<file path="src/design/acpr_pkg.sv">
`timescale 1ns / 1ps
// ----------------------------------------------------------------------------
// acpr_pkg
// Shared types and constants of the attribute-cell pixel renderer.
// ----------------------------------------------------------------------------
package acpr_pkg;

  localparam int PIX_W      = 8;   // pixel bits per microline
  localparam int LANES      = 8;   // microlines per cell
  localparam int BIT_IDX_W  = 3;   // index over the bits of one microline
  localparam int COLOR_W    = 4;
  localparam int POS_W      = 8;

  // attribute byte layout
  localparam int ATTR_INK_LSB   = 0;
  localparam int ATTR_PAPER_LSB = 3;
  localparam int ATTR_BRIGHT    = 6;
  localparam int ATTR_FLASH     = 7;

  localparam logic [BIT_IDX_W-1:0] LAST_BIT = 3'd7;

  typedef logic [COLOR_W-1:0] color_t;

  typedef struct packed {
    logic [7:0] attr_byte;
    logic [7:0] row0_bits;
    logic [7:0] row1_bits;
    logic [7:0] row2_bits;
    logic [7:0] row3_bits;
    logic [7:0] row4_bits;
    logic [7:0] row5_bits;
    logic [7:0] row6_bits;
    logic [7:0] row7_bits;
  } cell_in_t;

  typedef struct packed {
    logic [7:0] strip_x;
    logic [7:0] strip_y;
    logic [3:0] pix0_color;
    logic [3:0] pix1_color;
    logic [3:0] pix2_color;
    logic [3:0] pix3_color;
    logic [3:0] pix4_color;
    logic [3:0] pix5_color;
    logic [3:0] pix6_color;
    logic [3:0] pix7_color;
    logic       cell_last;
    logic       frame_end;
  } strip_out_t;

  // placement and flags of one strip, from the cell stage to the merge stage
  typedef struct packed {
    logic [POS_W-1:0] x;
    logic [POS_W-1:0] y;
    logic             cell_last;
    logic             frame_end;
  } strip_tag_t;

endpackage

</file>
<file path="src/design/acpr_lane.sv">
`timescale 1ns / 1ps
// ----------------------------------------------------------------------------
// acpr_lane
// One microline lane: picks ink or paper for the selected pixel bit.
// ----------------------------------------------------------------------------
module acpr_lane (
  input  logic [acpr_pkg::PIX_W-1:0]     row_bits,
  input  logic [acpr_pkg::BIT_IDX_W-1:0] bit_idx,
  input  acpr_pkg::color_t               set_color,
  input  acpr_pkg::color_t               clear_color,
  output acpr_pkg::color_t               color
);
  import acpr_pkg::*;

  assign color = row_bits[bit_idx] ? set_color : clear_color;

endmodule

</file>
<file path="src/design/acpr_merge.sv">
`timescale 1ns / 1ps
// ----------------------------------------------------------------------------
// acpr_merge
// Combines the eight lane colors with the strip tag into one result and
// holds it in the output register until the receiver takes it.
// ----------------------------------------------------------------------------
module acpr_merge (
  input  logic                 clk,
  input  logic                 rst,
  input  logic                 strip_valid,
  input  acpr_pkg::strip_tag_t tag,
  input  acpr_pkg::color_t     lane_color [acpr_pkg::LANES],
  output logic                 ready,
  output logic                 out_valid,
  input  logic                 out_stall,
  output acpr_pkg::strip_out_t out_data
);
  import acpr_pkg::*;

  strip_out_t strip;

  assign ready = !out_valid || !out_stall;

  always_comb begin
    strip.strip_x    = tag.x;
    strip.strip_y    = tag.y;
    strip.pix0_color = lane_color[0];
    strip.pix1_color = lane_color[1];
    strip.pix2_color = lane_color[2];
    strip.pix3_color = lane_color[3];
    strip.pix4_color = lane_color[4];
    strip.pix5_color = lane_color[5];
    strip.pix6_color = lane_color[6];
    strip.pix7_color = lane_color[7];
    strip.cell_last  = tag.cell_last;
    strip.frame_end  = tag.frame_end;
  end

  always_ff @(posedge clk) begin
    if (rst) begin
      out_valid <= 1'b0;
    end else if (ready) begin
      out_valid <= strip_valid;
    end
  end

  always_ff @(posedge clk) begin
    if (ready && strip_valid) begin
      out_data <= strip;
    end
  end

endmodule

</file>
<file path="src/design/attribute_cell_pixel_render.sv">
`timescale 1ns / 1ps
// ----------------------------------------------------------------------------
// attribute_cell_pixel_render
// Renders 8x8 attribute cells into vertical strips of 4-bit color indices.
// ----------------------------------------------------------------------------
// Usage:
//   Input channel (in_valid / in_stall / in_data): one transaction per
//   character cell, the attribute byte plus eight pixel-row bytes.
//   Output channel (out_valid / out_stall / out_data): eight transactions per
//   cell, one strip per bit position, LSB first, each with eight colors.
//   Config channel (cfg_valid / cfg_ready / cfg_data): writes flash_phase;
//   cfg_ready is always high. Write it only while the block is idle.
//   The first strip of a cell passes the cell stage and then the output
//   register. One strip per cycle while the output is not stalled; the cell
//   stage steps its bit counter once per strip and takes the next cell in
//   the same cycle as the last strip of the current one leaves it.
//   A stall on the output holds the output register and the cell stage;
//   in_stall then rises once a cell is waiting in the cell stage.
//   Reset clears the column and text-row counters, flash_phase and all
//   valid flags. Positions wrap over CELLS_PER_ROW by ROWS_PER_SCREEN cells.
// ----------------------------------------------------------------------------
module attribute_cell_pixel_render #(
  parameter int CELLS_PER_ROW   = 32,
  parameter int ROWS_PER_SCREEN = 24
) (
  input  logic                 clk,
  input  logic                 rst,
  // cell input
  input  logic                 in_valid,
  output logic                 in_stall,
  input  acpr_pkg::cell_in_t   in_data,
  // strip output
  output logic                 out_valid,
  input  logic                 out_stall,
  output acpr_pkg::strip_out_t out_data,
  // flash phase register
  input  logic                 cfg_valid,
  output logic                 cfg_ready,
  input  logic                 cfg_data
);
  import acpr_pkg::*;

  localparam int COL_W = (CELLS_PER_ROW > 1) ? $clog2(CELLS_PER_ROW) : 1;
  localparam int ROW_W = (ROWS_PER_SCREEN > 1) ? $clog2(ROWS_PER_SCREEN) : 1;
  localparam logic [COL_W-1:0] LAST_COL = COL_W'(CELLS_PER_ROW - 1);
  localparam logic [ROW_W-1:0] LAST_ROW = ROW_W'(ROWS_PER_SCREEN - 1);

  // screen position counters and blink phase
  logic [COL_W-1:0] column;
  logic [ROW_W-1:0] text_row;
  logic             flash_phase;

  // cell stage: the cell being serialized into strips
  logic                 cell_valid;
  logic [BIT_IDX_W-1:0] bit_idx;
  logic [PIX_W-1:0]     rows [LANES];
  color_t               set_color;
  color_t               clear_color;
  logic [COL_W-1:0]     cell_col;
  logic [ROW_W-1:0]     cell_row;
  logic                 cell_is_last;

  logic       merge_ready;
  logic       advance;
  logic       accept;
  logic       swap;
  color_t     ink;
  color_t     paper;
  color_t     lane_color [LANES];
  strip_tag_t tag;
  logic [COL_W+BIT_IDX_W-1:0] x_wide;

  assign cfg_ready = 1'b1;

  // one strip leaves the cell stage whenever the merge stage can take it
  assign advance  = cell_valid && merge_ready;
  // a new cell may enter as the last strip of the current one leaves
  assign in_stall = cell_valid && !(advance && (bit_idx == LAST_BIT));
  assign accept   = in_valid && !in_stall;

  // bright sets bit 3 of both colors; flash swaps them in phase 1
  assign ink   = {in_data.attr_byte[ATTR_BRIGHT], in_data.attr_byte[ATTR_INK_LSB +: 3]};
  assign paper = {in_data.attr_byte[ATTR_BRIGHT], in_data.attr_byte[ATTR_PAPER_LSB +: 3]};
  assign swap  = in_data.attr_byte[ATTR_FLASH] & flash_phase;

  always_ff @(posedge clk) begin
    if (rst) begin
      flash_phase <= 1'b0;
    end else if (cfg_valid && cfg_ready) begin
      flash_phase <= cfg_data;
    end
  end

  always_ff @(posedge clk) begin
    if (rst) begin
      cell_valid <= 1'b0;
      bit_idx    <= '0;
      column     <= '0;
      text_row   <= '0;
    end else if (accept) begin
      cell_valid <= 1'b1;
      bit_idx    <= '0;
      if (column == LAST_COL) begin
        column <= '0;
        if (text_row == LAST_ROW) begin
          text_row <= '0;
        end else begin
          text_row <= text_row + 1'b1;
        end
      end else begin
        column <= column + 1'b1;
      end
    end else if (advance) begin
      if (bit_idx == LAST_BIT) begin
        cell_valid <= 1'b0;
      end
      bit_idx <= bit_idx + 1'b1;
    end
  end

  // cell payload, captured with the position it was taken at
  always_ff @(posedge clk) begin
    if (accept) begin
      rows[0]      <= in_data.row0_bits;
      rows[1]      <= in_data.row1_bits;
      rows[2]      <= in_data.row2_bits;
      rows[3]      <= in_data.row3_bits;
      rows[4]      <= in_data.row4_bits;
      rows[5]      <= in_data.row5_bits;
      rows[6]      <= in_data.row6_bits;
      rows[7]      <= in_data.row7_bits;
      set_color    <= swap ? paper : ink;
      clear_color  <= swap ? ink : paper;
      cell_col     <= column;
      cell_row     <= text_row;
      cell_is_last <= (column == LAST_COL) && (text_row == LAST_ROW);
    end
  end

  // one lane per microline
  for (genvar g = 0; g < LANES; g++) begin : g_lane
    acpr_lane u_lane (
      .row_bits    (rows[g]),
      .bit_idx     (bit_idx),
      .set_color   (set_color),
      .clear_color (clear_color),
      .color       (lane_color[g])
    );
  end

  // x = column * 8 + bit, y = row * 8, both kept to 8 bits
  assign x_wide        = {cell_col, bit_idx};
  assign tag.x         = POS_W'(x_wide);
  assign tag.y         = POS_W'({cell_row, 3'b000});
  assign tag.cell_last = (bit_idx == LAST_BIT);
  assign tag.frame_end = (bit_idx == LAST_BIT) && cell_is_last;

  acpr_merge u_merge (
    .clk         (clk),
    .rst         (rst),
    .strip_valid (cell_valid),
    .tag         (tag),
    .lane_color  (lane_color),
    .ready       (merge_ready),
    .out_valid   (out_valid),
    .out_stall   (out_stall),
    .out_data    (out_data)
  );

  // ---------------------------------------------------------------------------
  // Assertions
  // ---------------------------------------------------------------------------
  a_accept_starts_cell : assert property (@(posedge clk) disable iff (rst)
    accept |=> cell_valid && (bit_idx == '0))
    else $error("accepted cell did not start at bit 0");

  a_frame_end_on_last : assert property (@(posedge clk) disable iff (rst)
    out_valid |-> (!out_data.frame_end || out_data.cell_last))
    else $error("frame_end without cell_last");

  a_counters_in_range : assert property (@(posedge clk) disable iff (rst)
    (column <= LAST_COL) && (text_row <= LAST_ROW))
    else $error("position counter out of range");

  a_hold_on_stall : assert property (@(posedge clk) disable iff (rst)
    (cell_valid && !merge_ready) |=> cell_valid && $stable(bit_idx))
    else $error("cell stage moved while output was blocked");

endmodule
</file>
<file path="config.mk">
export PLATFORM = sky130hd
export DESIGN_NAME = attribute_cell_pixel_render
export DESIGN_NICKNAME = d
export VERILOG_FILES = /design/src/design/acpr_pkg.sv /design/src/design/acpr_lane.sv /design/src/design/acpr_merge.sv /design/src/design/attribute_cell_pixel_render.sv
export SDC_FILE = /design/constraint.sdc
export NUM_CORES = 1
export LEC_CHECK = 0
export BUFFER_PORTS_ARGS = -buffer_cell sky130_fd_sc_hd__buf_2
export CAP_MARGIN = 20
export CORE_MARGIN = 2
export CORE_UTILIZATION = 49
export DETAILED_ROUTE_END_ITERATION = 12
export PLACE_DENSITY = 0.73
export SLEW_MARGIN = 20
export SYNTH_ARGS = -nofsm -noshare
export SYNTH_HDL_FRONTEND = slang
export SYNTH_HIERARCHICAL = 1
export SYNTH_SLANG_ARGS = --single-unit
</file>
<file path="constraint.sdc">
create_clock -name clk -period 7.47 [get_ports clk]
set_input_delay 0.3735 -clock clk [delete_from_list [all_inputs] [get_ports clk]]
set_output_delay 0.3735 -clock clk [all_outputs]
set_load 0.02 [all_outputs]
</file>
==> flow_summary.ini <==
[yosys]
synth_area_um2 = 5780
seq_area_frac_synth_pct = 74.1
syn-instance-count = 308
synth-seq-cells = 148
ys_warn_count = 6
synth_cell_types = 37
synth-async-reset-ratio_pct = 0
avgSynthCellArea_um2 = 18.8
synthFlopType = edfxtp_1
yosysTopAreaCellShare_pct = 68.5
yosys.area.top_type = edfxtp_1
synth-edff-count = 132
synth_top_cells_by_count = 132 x edfxtp_1, 36 x mux2i_1, 33 x mux2_1, 16 x dfxtp_1, 10 x a21oi_1
yosysMostFrequentCell = edfxtp_1
netlist_top_cells_area = edfxtp_1 69%, mux2_1 6.4%, mux2i_1 6.2%

[critical_path]
r2r_setup_slack_ns = 4.19
crit_top_cell = ha_1
crit_buf_inv = 2
cpPeakStageDelay_ns = 1.02
critical_path_class = reg2reg
r2r_start = bit_idx[0]
required_ns = 7.50
cp_max_fo = 74
endpoint_kind = flop
cp-start-kind = flop
rr_endpoint = rows[0][0]
crit_family = flip-flops
slowest_stage = dfxtp_2
rr_worst_depth = 6
crit_chain = ha_1 > ha_1 > a21bo_4 > inv_2 > nor2_4 > buf_4
critical_path_arrival_ns = 3.31

[drt]
first_pass_iters = 4
wl_um = 9930
drt_iter0_drc = 179
ant_nets = 0
drcViolationCount = 0
route.vias.total = 3102
viasPerCell = 5.14
detail_route.wl_per_cell_um = 16.5

[sta]
setup_viol_count_final = 0
final_max_slew_viol_count = 0
min_period_ns = 3.28
timing.final.crit_share_pct = 43.9
fin_ws_ns = 4.19
hold_viol_final = 0
tns_ns = 0
timing.fmax_mhz = 305
grt_setup_unrepaired = no
tightest_slew_ns = 1.05
fin_skew_ns = 0.00854
slew_headroom_pct = 30.2

[die]
die_area_um2 = 12700
die_x_um = 113
core-area_um2 = 11500
ios = 131
std_cell_rows = 39
die_y_um = 113
initial_core_util_pct = 50.4

[run_status]
status = complete, no violations

[clock_tree]
cts_inserted_buffers = 17
cts.repair.resized = 0
postCtsHoldBufs = 0
postCtsSetupRepairBufs = 0
htree_num_levels = 4
clockBufferDepth = 2
cts_tree = built
cts.sinks = 148
clock_latency_ns = 0.41
clk_pin_slew_ns = 0.06
clockRootBuffer = clkbuf_16

[grt]
grt_max_degree = 75
grt_usage_pct = 16.5
grt_pass1_vias = 3064
antenna_found_initial = 0
grt_pass1_wl_um = 15500
grt-ovfl-total = 0

[hold_path]
min_to = rows[1][15]
hold_start = in_data[23]
hold_path_class = in2reg
whs_path_depth = 1

[placement]
preCtsSetupSlack_ns = 4.18
gp_congestion = 0.820
placedInstanceArea_um2 = 6520
hpwl_um = 6750
place_inst = 571
port_buffers = 129

[pwr]
p_leak_nw = 2.67
vdd_drop_max_v = 0.000162
power_mw = 1.96
powerDensity_nw_per_um2 = 275

[cells_and_area]
syn_to_final_growth_pct = 23.1
drive_gt1_share_pct = 38.5
fillers = 814
stdcell_count = 603
design_area_um2 = 7120
diodes = 0
final_nets = 530

[flow_run]
drv_cap = 0
[per-stage QoR]
stage / util (%) / hold WS (ns)
2_1_floorplan: - / 0.400
3_3_place_gp: 56.9 / 0.406
3_5_place_dp: 56.9 / 0.406
4_1_cts: 62.1 / 0.121
5_1_grt: 62.1 / 0.110
6_report: 62.1 / 0.136
[routing by layer]
metal | wire (µm) | track usage [%] | part of all wire (%) | up-vias
met4 | 234 | 8.54 | 2.4 | 0
met1 | 4230 | 20.9 | 43 | 1474
li1 | - | - | - | 1489
met5 | 0 | 0 | 0 | -
met2 | 4790 | 25.4 | 48 | 119
met3 | 673 | 5.56 | 6.8 | 20
[flip-flops by register name, summed over array words and instances (netlist names)]
name               cells
cell_valid             1
set_color              4
cell_is_last           1
clear_color            3
u_merge/out_data      50
u_merge/out_valid      1
cell_row               5
cell_col               5
column                 5
flash_phase            1
rows                  64
text_row               5
bit_idx                3
[worst max path at each step]
stage,startpoint,to,slack (ns),depth (start not counted)
global placement,bit_idx[0],rows[1][20],4.26,6
finish,bit_idx[0],rows[0][0],4.19,6
detailed placement,bit_idx[0],rows[1][21],4.18,6
floorplan,bit_idx[1],cell_col[0],1.98,6
global route,bit_idx[0],rows[1][31],3.93,6
CTS,bit_idx[0],rows[0][0],4.17,6
[power by group]
part,leakage (nW),internal [mW],switching [mW]
logic,0.995,0.0615,0.0806
registers,1.39,0.959,0.0241
clock network,0.282,0.525,0.309
total,2.67,1.55,0.414
[area by class of cell]
| type | instances | area (µm²) | area share [%] |
|---|---|---|---|
| well taps | 143 | 179 | 2.51 |
| clock inverters | 12 | 158 | 2.21 |
| clock buffers | 20 | 437 | 6.13 |
| inverters | 2 | 7.51 | 0.105 |
| multi-input cells | 148 | 1400 | 19.7 |
| flip-flops and latches | 148 | 4290 | 60.2 |
| repair buffers | 130 | 653 | 9.17 |
[kinds of logic after synthesis]
group                    Yosys count  share of synthesized area (%)
other                              2                          0.130
buffers and inverters             14                           2.03
flip-flops                       148                           74.1
AND/OR/NAND/NOR                   35                           3.53
XOR/XNOR                           1                          0.151
adder cells (fa/ha/maj)            5                           1.08
AO/OA/AOI/OAI                     20                           2.08
multiplexers                      83                           16.9
[cells in the final DEF, fill, tap and decap left out, types with 2 or more instances in the layout]
master      Yosys  final
clkinv_4        0      5
nand3_1         4      4
dfxtp_1        16     15
nand2_1         5      5
o21ai_1         3      3
edfxtp_1      132    132
ha_1            5      5
and2_1          3      2
conb_1          2      4
or4_1           2      2
mux2_1         33     33
nor3_1          4      4
mux4_2          8      8
clkinvlp_4      0      2
and4b_1         2      2
mux2_2          6      6
bufinv_16       0      3
nor2b_1         2      2
a21oi_1        10     10
buf_2           1    129
o31ai_1         3      3
o21ai_0         2      2
nor2_1          5      4
clkbuf_1        2      3
clkbuf_16       0     17
mux2i_1        36     36
(Power assumes the default switching activity.)
